--- config.mk ---
export PLATFORM = sky130hd
export DESIGN_NAME = amis_sqrt
export DESIGN_NICKNAME = d
export VERILOG_FILES = /design/src/rtl/amis_sqrt.sv
export SDC_FILE = /design/constraint.sdc
export NUM_CORES = 1
export LEC_CHECK = 0
export ABC_AREA = 0
export BUFFER_PORTS_ARGS = -buffer_cell sky130_fd_sc_hd__buf_2
export CORE_ASPECT_RATIO = 0.9
export CORE_MARGIN = 3
export CORE_UTILIZATION = 46
export CTS_CLUSTER_SIZE = 28
export DETAILED_ROUTE_END_ITERATION = 6
export PLACE_DENSITY_LB_ADDON = 0.05
export RECOVER_POWER = 100
export SYNTH_ARGS = -nofsm -noshare
export SYNTH_HDL_FRONTEND = slang
export SYNTH_SLANG_ARGS = --single-unit
--- constraint.sdc ---
create_clock -name clk -period 12.2 [get_ports clk]
set_input_delay 2.44 -clock clk [delete_from_list [all_inputs] [get_ports clk]]
set_output_delay 2.44 -clock clk [all_outputs]
set_load 0.02 [all_outputs]
--- src/rtl/amis_sqrt.sv ---
// Pipelined digit-by-digit integer square root, SPS root bits per register stage.
// Returns floor(sqrt(rad)). No package dependencies.
`default_nettype none

module amis_sqrt #(
    parameter int RAD_W = 48,
    parameter int SPS   = 4
) (
    input  logic                 clk,
    input  logic                 en,
    input  logic [RAD_W-1:0]     rad,
    output logic [RAD_W/2-1:0]   root
);

    localparam int ROOT_W = RAD_W / 2;
    localparam int REM_W  = ROOT_W + 1;
    localparam int NST    = (ROOT_W + SPS - 1) / SPS;

    logic [REM_W-1:0]  rem_reg  [NST];
    logic [ROOT_W-1:0] root_reg [NST];
    logic [RAD_W-1:0]  rad_reg  [NST];

    for (genvar s = 0; s < NST; s++)
    begin : g_st
        logic [REM_W-1:0]  rem_in;
        logic [ROOT_W-1:0] root_in;
        logic [RAD_W-1:0]  rad_in;
        logic [REM_W-1:0]  rem_next;
        logic [ROOT_W-1:0] root_next;
        logic [RAD_W-1:0]  rad_next;

        if (s == 0)
        begin : g_first
            assign rem_in  = '0;
            assign root_in = '0;
            assign rad_in  = rad;
        end
        else
        begin : g_rest
            assign rem_in  = rem_reg[s-1];
            assign root_in = root_reg[s-1];
            assign rad_in  = rad_reg[s-1];
        end

        // bring down two radicand bits, try subtracting 4*root+1
        always_comb
        begin
            logic [REM_W+1:0] t;
            logic [REM_W+1:0] trial;
            rem_next  = rem_in;
            root_next = root_in;
            rad_next  = rad_in;
            t         = '0;
            trial     = '0;
            for (int k = 0; k < SPS; k++)
            begin
                if (s * SPS + k < ROOT_W)
                begin
                    t     = {rem_next, rad_next[RAD_W-1 -: 2]};
                    trial = {1'b0, root_next, 2'b01};
                    if (t >= trial)
                    begin
                        rem_next  = REM_W'(t - trial);
                        root_next = {root_next[ROOT_W-2:0], 1'b1};
                    end
                    else
                    begin
                        rem_next  = t[REM_W-1:0];
                        root_next = {root_next[ROOT_W-2:0], 1'b0};
                    end
                    rad_next = {rad_next[RAD_W-3:0], 2'b00};
                end
            end
        end

        always_ff @(posedge clk)
        begin
            if (en)
            begin
                rem_reg[s]  <= rem_next;
                root_reg[s] <= root_next;
                rad_reg[s]  <= rad_next;
            end
        end
    end

    assign root = root_reg[NST-1];

endmodule

`default_nettype wire

==> impl_results.md <==
- Most used cell, CP: nor2_1
- WL final: roughly 110000 µm
- H-tree Lvls: 2
- Sequential fraction of the synthesis area: 27.8%
- All-Layer GR Usage: between 20% and 30%
- Num CTS Buffers: 41
- Max Clock Skew: between 0.02 and 0.03 ns
- Vias per cell: 6.02
- Mapped Area: about 36000 µm²
- Syn Area/Cell: 8.39 µm²
- Routability Congestion: 0.926
- Max clock buf depth: 3
- Post-DP HPWL: around 90000 µm
- Synth async-reset ratio: 0%
- Core area: between 70000 and 80000 µm²
- Initial antenna violation count: 5
- IO Port Bufs: 73
- CTS tree: yes
- DR DRC count: 0
- Final nets: between 4000 and 5000
- Layout area overhead: 8.57%
- Die Wd: 299 µm
- Maximum VDD drop: between 0.2 and 0.3 mV
- Kind of end point of the critical path: register
- Number of synthesized flops with an enable pin: 329
- Max incr delay on CP: between 0.5 and 0.6 ns
- Gr ovfl total: 0
- Cell taking the most area after synthesis: edfxtp_1
- ANT nets after route: 0
- Initial Util: a little under half
- Wire per inst: 20.5 µm
- Vias in the first global route: 29500
- Final hold violations: 0
- Hold buffer count at CTS: 0
- Pwr Total: roughly 0.012 W
- First-pass GRT wire length: roughly 170000 µm
- Mapped Cells: between 4000 and 5000
- Non-Filler Instances: 5338
- Synth warn: 0
- Synth unique cells: 123
- Pwr per Cell Area: 322 nW/µm²
- Critical Path AT: 11.85 ns
- Max-Cap Viols: 1
- Clock Tree Root: clkbuf_16
- Largest cells by area after synthesis: edfxtp_1 28%, ha_1 11%, xnor2_1 6.2%
- Endpoints failing setup: 0
- Number of clock sinks: ~330
- Most used standard cell by instance count after synthesis: a21oi_1
- P_leak: between 15 and 20 nW
- Slowest-stage cell, CP: edfxtp_1
- Synthesized flop and latch total: roughly 330
- Final Core Density: 50.5%
- Failing checks: max-capacitance violations, max-slew violations
- Slew @ Worst Pin: 4.97 ns
- Post-synth top cells: 409 x a21oi_1, 396 x nor2_1, 369 x nand2_1
- Iteration count of the initial detailed-routing pass: 5
- Worst path required time: approximately 13 ns
- I/O Pins: 74
- Buf/Inv on CP: 5
- Pin count of the biggest net entering global routing: just under 90
- Placed cells: between 5000 and 6000
- Area share of the largest cell type after synthesis: approximately 28%
- WS Path Type: reg -> reg
- Vias: roughly 32000
- Crit Path Max Fanout: 30
- Hold/Removal Path Class: reg -> reg
- Share of post-route cells with drive strength above 1: 8.33%
- Cell Rows: 96
- Max-Slew Margin vs Limit: -231%
- Ys flop type: edfxtp_1
- Iter 0 DRT Violations: approximately 2800
- Max FFs per register: approximately 130
- Die height: 270 µm
- Period utilization: 93.9%
- CP top delay family: simple AND/OR/NAND/NOR gates
- Die ar.: roughly 80000 µm²
- Max Fclk: around 0.087 GHz
- Worst-path clk slew: 0.06 ns
- Slew Limit Fails: 89
- Clock latency on the worst-skew pair: approximately 0.60 ns
- CP startpoint kind: register
- Final Critical Period: ~11 ns
- Status: finished, violations left
## worst reg2reg max path: cells and delay by family, from the launching register on
family	cells	cell delay [ns]
DFF	1	0.59
xor gates and xnor gates	1	0.32
adders and majority gates	4	1.62
muxes	1	0.40
buffers and inverters	5	1.25
and+or+nand+nor	25	5.05
AOI/OAI and AO/OA	8	2.07
## where the power goes
part	switching [W]	internal, W
Sequential	0.000228	0.00166
Combinational	0.00548	0.00378
Clock	0.000510	0.000761
Total	0.00621	0.00619
## path summary, 6_finish.rpt
check / start / to / slack [ns] / cells after the start
max: root_reg[1][6] / rem_reg[2][20] / 0.74 / 44
min: rad_reg[3][29] / rad_reg[4][37] / 0.41 / 0
max reg2reg: root_reg[1][6] / rem_reg[2][20] / 0.74 / 44
min reg2reg: rad_reg[3][29] / rad_reg[4][37] / 0.41 / 0
## cell usage in the layout (no fill, tap or decap), types with 16 or more instances in the layout
master / instances
a21oi_1: 406
nor2_1: 396
nand2_1: 369
edfxtp_1: 329
ha_1: 323
xnor2_1: 251
o21ai_0: 247
inv_1: 211
a21o_1: 139
xor2_1: 127
nor3_1: 113
nand3_1: 111
buf_2: 69
nand4_1: 60
nor2b_1: 53
buf_4: 48
o21a_1: 47
nand2b_1: 46
nor4_1: 45
mux2_2: 44
and3_1: 42
clkbuf_16: 42
o21bai_1: 40
a211oi_1: 40
or3_1: 40
o31ai_1: 37
and2_1: 36
mux2i_1: 31
a31oi_1: 29
or2_2: 29
a211o_1: 24
o21ai_1: 19
and4_1: 19
o211ai_1: 19
nor3b_1: 18
nand4b_1: 17
a2111oi_0: 16
## through the flow
stage | cell area, µm² | setup TNS [ns] | setup slack [ns] | hold WS (ns)
2_1_floorplan | 35500 | 0 | 1.09 | 0.400
3_3_place_gp | 37000 | -0.873 | -0.161 | 0.401
3_5_place_dp | 37000 | -0.957 | -0.163 | 0.405
4_1_cts | 38400 | 0 | 0.0812 | 0.412
5_1_grt | 38600 | -0.00228 | -0.00228 | 0.415
6_report | 38600 | 0 | 0.739 | 0.414
## layout make-up
class / count / area [µm²]
repair buffers: 125 / 778
diodes: 1 / 2.50
inverters: 224 / 855
fillers: 7451 / 37800
clock inverters: 24 / 312
well taps: 1029 / 1290
flip-flops and latches: 329 / 9880
clock buffers: 49 / 1080
multi-input cells: 3557 / 24400
## what timing repair did
item                                   4_1_cts  5_1_grt
gates resized for setup                      2       30
setup buffers                                0        2
pin swaps                                    0        3
setup endpoints to repair                   18       39
endpoints found under the hold margin        0        0
## per-layer routing
layer	vias up	GRT usage, %	wire length (µm)
li1	15900	-	-
met1	15200	41.6	56300
met2	970	38.4	45300
met3	81	3.09	6670
met4	0	4.20	1350
met5	-	0	0
## cell families after synthesis
group / Yosys count / share of synthesized area (%)
AO/OA/AOI/OAI: 1288 / 23.9
XOR/XNOR: 378 / 9.32
adder cells (fa/ha/maj): 323 / 11.4
buffers and inverters: 350 / 3.95
flip-flops: 329 / 27.8
multiplexers: 76 / 2.30
other: 1 / 0.0106
AND/OR/NAND/NOR: 1489 / 21.3
No activity file was read; power rests on OpenSTA's default activity.
