==> src/rtl/amis_div.sv <==
// Pipelined restoring divider, SPS quotient bits per register stage.
// Caller supplies the starting remainder (must be below den) and the low numerator bits.
// No package dependencies.
`default_nettype none

module amis_div #(
    parameter int DEN_W = 24,
    parameter int Q_W   = 15,
    parameter int SPS   = 4
) (
    input  logic             clk,
    input  logic             en,
    input  logic [DEN_W-1:0] rem_init,
    input  logic [Q_W-1:0]   lo_init,
    input  logic [DEN_W-1:0] den,
    output logic [Q_W-1:0]   quot
);

    localparam int NST = (Q_W + SPS - 1) / SPS;

    logic [DEN_W-1:0] rem_reg [NST];
    logic [Q_W-1:0]   lo_reg  [NST];
    logic [DEN_W-1:0] den_reg [NST];

    for (genvar s = 0; s < NST; s++)
    begin : g_st
        logic [DEN_W-1:0] rem_in;
        logic [Q_W-1:0]   lo_in;
        logic [DEN_W-1:0] den_in;
        logic [DEN_W-1:0] rem_next;
        logic [Q_W-1:0]   lo_next;

        if (s == 0)
        begin : g_first
            assign rem_in = rem_init;
            assign lo_in  = lo_init;
            assign den_in = den;
        end
        else
        begin : g_rest
            assign rem_in = rem_reg[s-1];
            assign lo_in  = lo_reg[s-1];
            assign den_in = den_reg[s-1];
        end

        // numerator bits shift out of lo at the top, quotient bits shift in at the bottom
        always_comb
        begin
            logic [DEN_W:0] t;
            rem_next = rem_in;
            lo_next  = lo_in;
            t        = '0;
            for (int k = 0; k < SPS; k++)
            begin
                if (s * SPS + k < Q_W)
                begin
                    t = {rem_next, lo_next[Q_W-1]};
                    if (t >= {1'b0, den_in})
                    begin
                        rem_next = DEN_W'(t - {1'b0, den_in});
                        lo_next  = {lo_next[Q_W-2:0], 1'b1};
                    end
                    else
                    begin
                        rem_next = t[DEN_W-1:0];
                        lo_next  = {lo_next[Q_W-2:0], 1'b0};
                    end
                end
            end
        end

        always_ff @(posedge clk)
        begin
            if (en)
            begin
                rem_reg[s] <= rem_next;
                lo_reg[s]  <= lo_next;
                den_reg[s] <= den_in;
            end
        end
    end

    assign quot = lo_reg[NST-1];

endmodule

`default_nettype wire

==> config.mk <==
export PLATFORM = sky130hd
export DESIGN_NAME = amis_div
export DESIGN_NICKNAME = d
export VERILOG_FILES = /design/src/rtl/amis_div.sv
export SDC_FILE = /design/constraint.sdc
export NUM_CORES = 1
export LEC_CHECK = 0
export ABC_AREA = 0
export BUFFER_PORTS_ARGS = -buffer_cell sky130_fd_sc_hd__buf_2
export CAP_MARGIN = 15
export CORE_AREA = 8 8 221 223
export DETAILED_ROUTE_END_ITERATION = 10
export DIE_AREA = 0 0 229 231
export PLACE_DENSITY = 0.8
export REMOVE_ABC_BUFFERS = 1
export SLEW_MARGIN = 20
export SYNTH_ARGS = -nofsm -noshare
export SYNTH_HDL_FRONTEND = slang
export SYNTH_SLANG_ARGS = --single-unit
==> constraint.sdc <==
create_clock -name clk -period 28.3 [get_ports clk]
set_input_delay 1.415 -clock clk [delete_from_list [all_inputs] [get_ports clk]]
set_output_delay 1.415 -clock clk [all_outputs]
set_load 0.01 [all_outputs]
==> PnR_summary.wiki <==
{| class="wikitable"
! Metric !! Value
|-
| Post-synth cell types || 85
|-
| Top Family by Delay on Critical Path || compound AO/OA/AOI/OAI gates
|-
| Post-synthesis sequential area ratio || 0.229
|-
| Total of buffers placed on input and output ports || a little under 80
|-
| Library cell with the largest summed area after synthesis || edfxtp_1
|-
| Placed Cells incl. Taps || about 3800
|-
| Final Non-Filler Cells || approximately 3800
|-
| Post-CTS Resized || 0
|-
| Wirelength per Cell || 21.0 um
|-
| Crit path max-delay cell type || nand2_1
|-
| Combined buffer and inverter count along the critical path || 6
|-
| Worst Setup Start Kind || input port
|-
| Effective utilization at floorplan || 0.593
|-
| Cell depth of the worst setup path || 46
|-
| Setup-violating endpoint count in the final report || 0
|-
| Number of hold violations in the final report || 0
|-
| Most frequent standard cell in the layout excluding fill and tap cells || ha_1
|-
| Root Buffer Master || clkbuf_16
|-
| Most area-consuming cells after synthesis || edfxtp_1, ha_1, xnor2_1, a21oi_1, mux2_2
|-
| Post-CTS Hold Buffers || 0
|-
| Commonest cells after routing, fill and taps aside || ha_1, a21oi_1, inv_1
|-
| HPWL after detailed placement || around 65 mm
|-
| Main synth FF type || edfxtp_1
|-
| Number of flops mapped to enable cells by yosys || 204
|-
| Clock-pin slew on the worst setup and hold paths || around 0.060 ns
|-
| Arrival time at the worst endpoint || roughly 14 ns
|-
| DRT iter0 DRCs || between 2000 and 3000
|-
| Routed wire length || roughly 81 mm
|-
| Number of clock sinks || 204
|-
| Kind of path behind the tightest hold check || flip-flop to flip-flop
|-
| Fraction of synthesis flops using an asynchronous set or reset pin || 0
|-
| Slew at the pin with the worst max-slew slack || 1.09 ns
|-
| Floorplan die area || between 50000 and 60000 um2
|-
| Layout overhead on the synthesized area || 6.90%
|-
| Pin count of the biggest net entering global routing || around 80
|-
| Post-route DRC || 1
|-
| Maximum operating frequency || around 70 MHz
|-
| Total number of H-tree levels || 1
|-
| Core Box Area || between 40000 and 50000 um2
|-
| Mean area per synthesized cell || 8.48 um2
|-
| Final setup TNS || 0 ns
|-
| Layout cells sized above 1 || 0.0897
|-
| Buffer levels on the longest clock path || 3
|-
| Number of pins exceeding their max-slew limit in the final report || 0
|-
| Global route total overflow || 0
|-
| Buffers inserted during post-CTS setup optimization || 0
|-
| Filler cell count || between 3000 and 4000
|-
| Hold Crit Depth || 0
|-
| Number of instances in the synthesized netlist || roughly 3200
|-
| Pre-antenna DRT Iters || 9
|-
| Syn. warnings || 0
|-
| Result of the run || finished, violations left
|-
| Area taken by flip-flops and latches || 6130 um2
|-
| Initial antenna violation count || 4
|-
| Die boundary width || 229 um
|-
| Maximum single-stage delay on the critical path || slightly above 0.8 ns
|-
| Relative slew margins || 0.272
|-
| Failing checks || design-rule violations
|-
| Clock period minus worst slack || between 10 and 15 ns
|-
| Chip Height || ~230 um
|-
| Global Route Usage Sum || 0.290
|-
| Number of antenna repair diodes || 0
|-
| Count of standard-cell rows || slightly below 80
|-
| Number of primary I/O pins || 80
|-
| Fin Clk Skew || 0.0176 ns
|-
| Number of global-route vias before repair || ~24000
|-
| MaxCap Viol Count || 0
|-
| Share of the synthesized area in the top cell type || 0.229
|-
| Number of CTS-inserted buffers || 25
|-
| Post-Syn Area || between 20000 and 30000 um2
|-
| Synth Register Bits || a little over 200
|-
| Data required, critical path || ~29 ns
|-
| Worst setup timing slack at the placement stage || roughly 14 ns
|-
| Area of the multi-input gates || a little under 20000 um2
|-
| Setup repair after global routing missed its margin || no
|-
| Final RePlAce weighted congestion || between 1 and 1.5
|-
| Global-route wire length before repair || ~130 mm
|-
| Min setup slack post-route || around 14 ns
|-
| Antenna viol nets, final || 0
|-
| Cell count of the worst reg-to-reg path || between 40 and 50
|-
| TritonCTS clock tree || done
|-
| Highest net fanout along the worst path || 40
|-
| Final nets || roughly 3700
|-
| Source-to-sink clock delay at the later pin of the worst-skew pair || roughly 0.56 ns
|-
| Routed via count || between 20000 and 25000
|-
| CP Class || input port to flip-flop
|-
| Via/cell ratio || 6.49
|-
| Final clock period utilization by the worst path || 0.496
|-
| Endpoint class of the critical path || flip-flop
|}
## worst register-to-register path, delay by kind of cell, from the launching register on
kind                       cells  cell delay [ns]
DFF                            1             0.44
buffers and inverters          5             1.33
and+or+nand+nor               13             3.72
AOI/OAI and AO/OA             23             6.95
adders and majority gates      4             1.27
## area by class of cell
class | instances | share of cell area
Timing Repair Buffer | 90 | 0.0170
Inverter | 249 | 0.0328
Clock buffer | 27 | 0.0221
Sequential cell | 204 | 0.214
Tap cell | 600 | 0.0262
Clock inverter | 18 | 0.00726
Multi-Input combinational cell | 2645 | 0.680
## per-stage QoR
step | hold slack [ns] | cell area, um2 | util
after floorplan | 0.400 | 26500 | -
after global placement | 0.401 | 27800 | 0.616
after detailed placement | 0.405 | 27800 | 0.616
after CTS | 0.420 | 28600 | 0.634
after global routing | 0.424 | 28600 | 0.634
final | 0.418 | 28600 | 0.634
## metal layers
metal	share of wire	up-vias	global-route usage
met5	0	-	0
met4	0.047	0	0.130
met3	0.071	267	0.0350
met2	0.47	1026	0.503
met1	0.41	11700	0.360
li1	-	11900	-
## path summary, 6_finish.rpt
| kind | end | slack, ns | from |
|---|---|---|---|
| worst max-delay path | rem_reg[0][23]$_DFFE_PP_ | 14.25 | den[1] |
| worst min-delay path | lo_reg[3][7]$_DFFE_PP_ | 0.42 | lo_reg[2][4]$_DFFE_PP_ |
| worst max register to register | rem_reg[2][11]$_DFFE_PP_ | 14.31 | den_reg[1][1]$_DFFE_PP_ |
| worst min register to register | lo_reg[3][7]$_DFFE_PP_ | 0.42 | lo_reg[2][4]$_DFFE_PP_ |
## kinds of logic (layout without fill, tap and decap cells)
| group | count (synthesis) | count (layout) | synth area share |
|---|---|---|---|
| compound gates | 1030 | 1030 | 0.250 |
| simple gates | 834 | 834 | 0.153 |
| fa+ha+maj | 374 | 374 | 0.179 |
| buf+inv | 306 | 384 | 0.0447 |
| xor+xnor | 253 | 253 | 0.0828 |
| flops | 204 | 204 | 0.229 |
| mux | 154 | 154 | 0.0625 |
## Yosys cell counts, drive strengths merged, types with 9 or more instances
library cell	n
nand4	42
and3	26
or3	19
a211o	11
o211ai	20
ha	360
a221o	22
inv	249
o21ai	223
nor3	63
a21o	132
o31a	14
xor2	73
xnor2	180
buf	24
a31oi	32
nor2	222
nand2b	46
nor2b	44
fa	14
and4	19
edfxtp	204
o221ai	20
or2	21
a31o	11
a2111oi	9
o21bai	41
o21a	47
a41oi	9
clkbuf	33
o22ai	9
mux2	105
nor4	17
a21oi	299
a21boi	12
nand3	57
nand2	219
o31ai	25
and2	14
mux2i	49
a221oi	9
a211oi	38
Power is left out: the tool's default activity adds up to more than one toggle a clock period on the data nets, which glitch-free logic cannot reach.
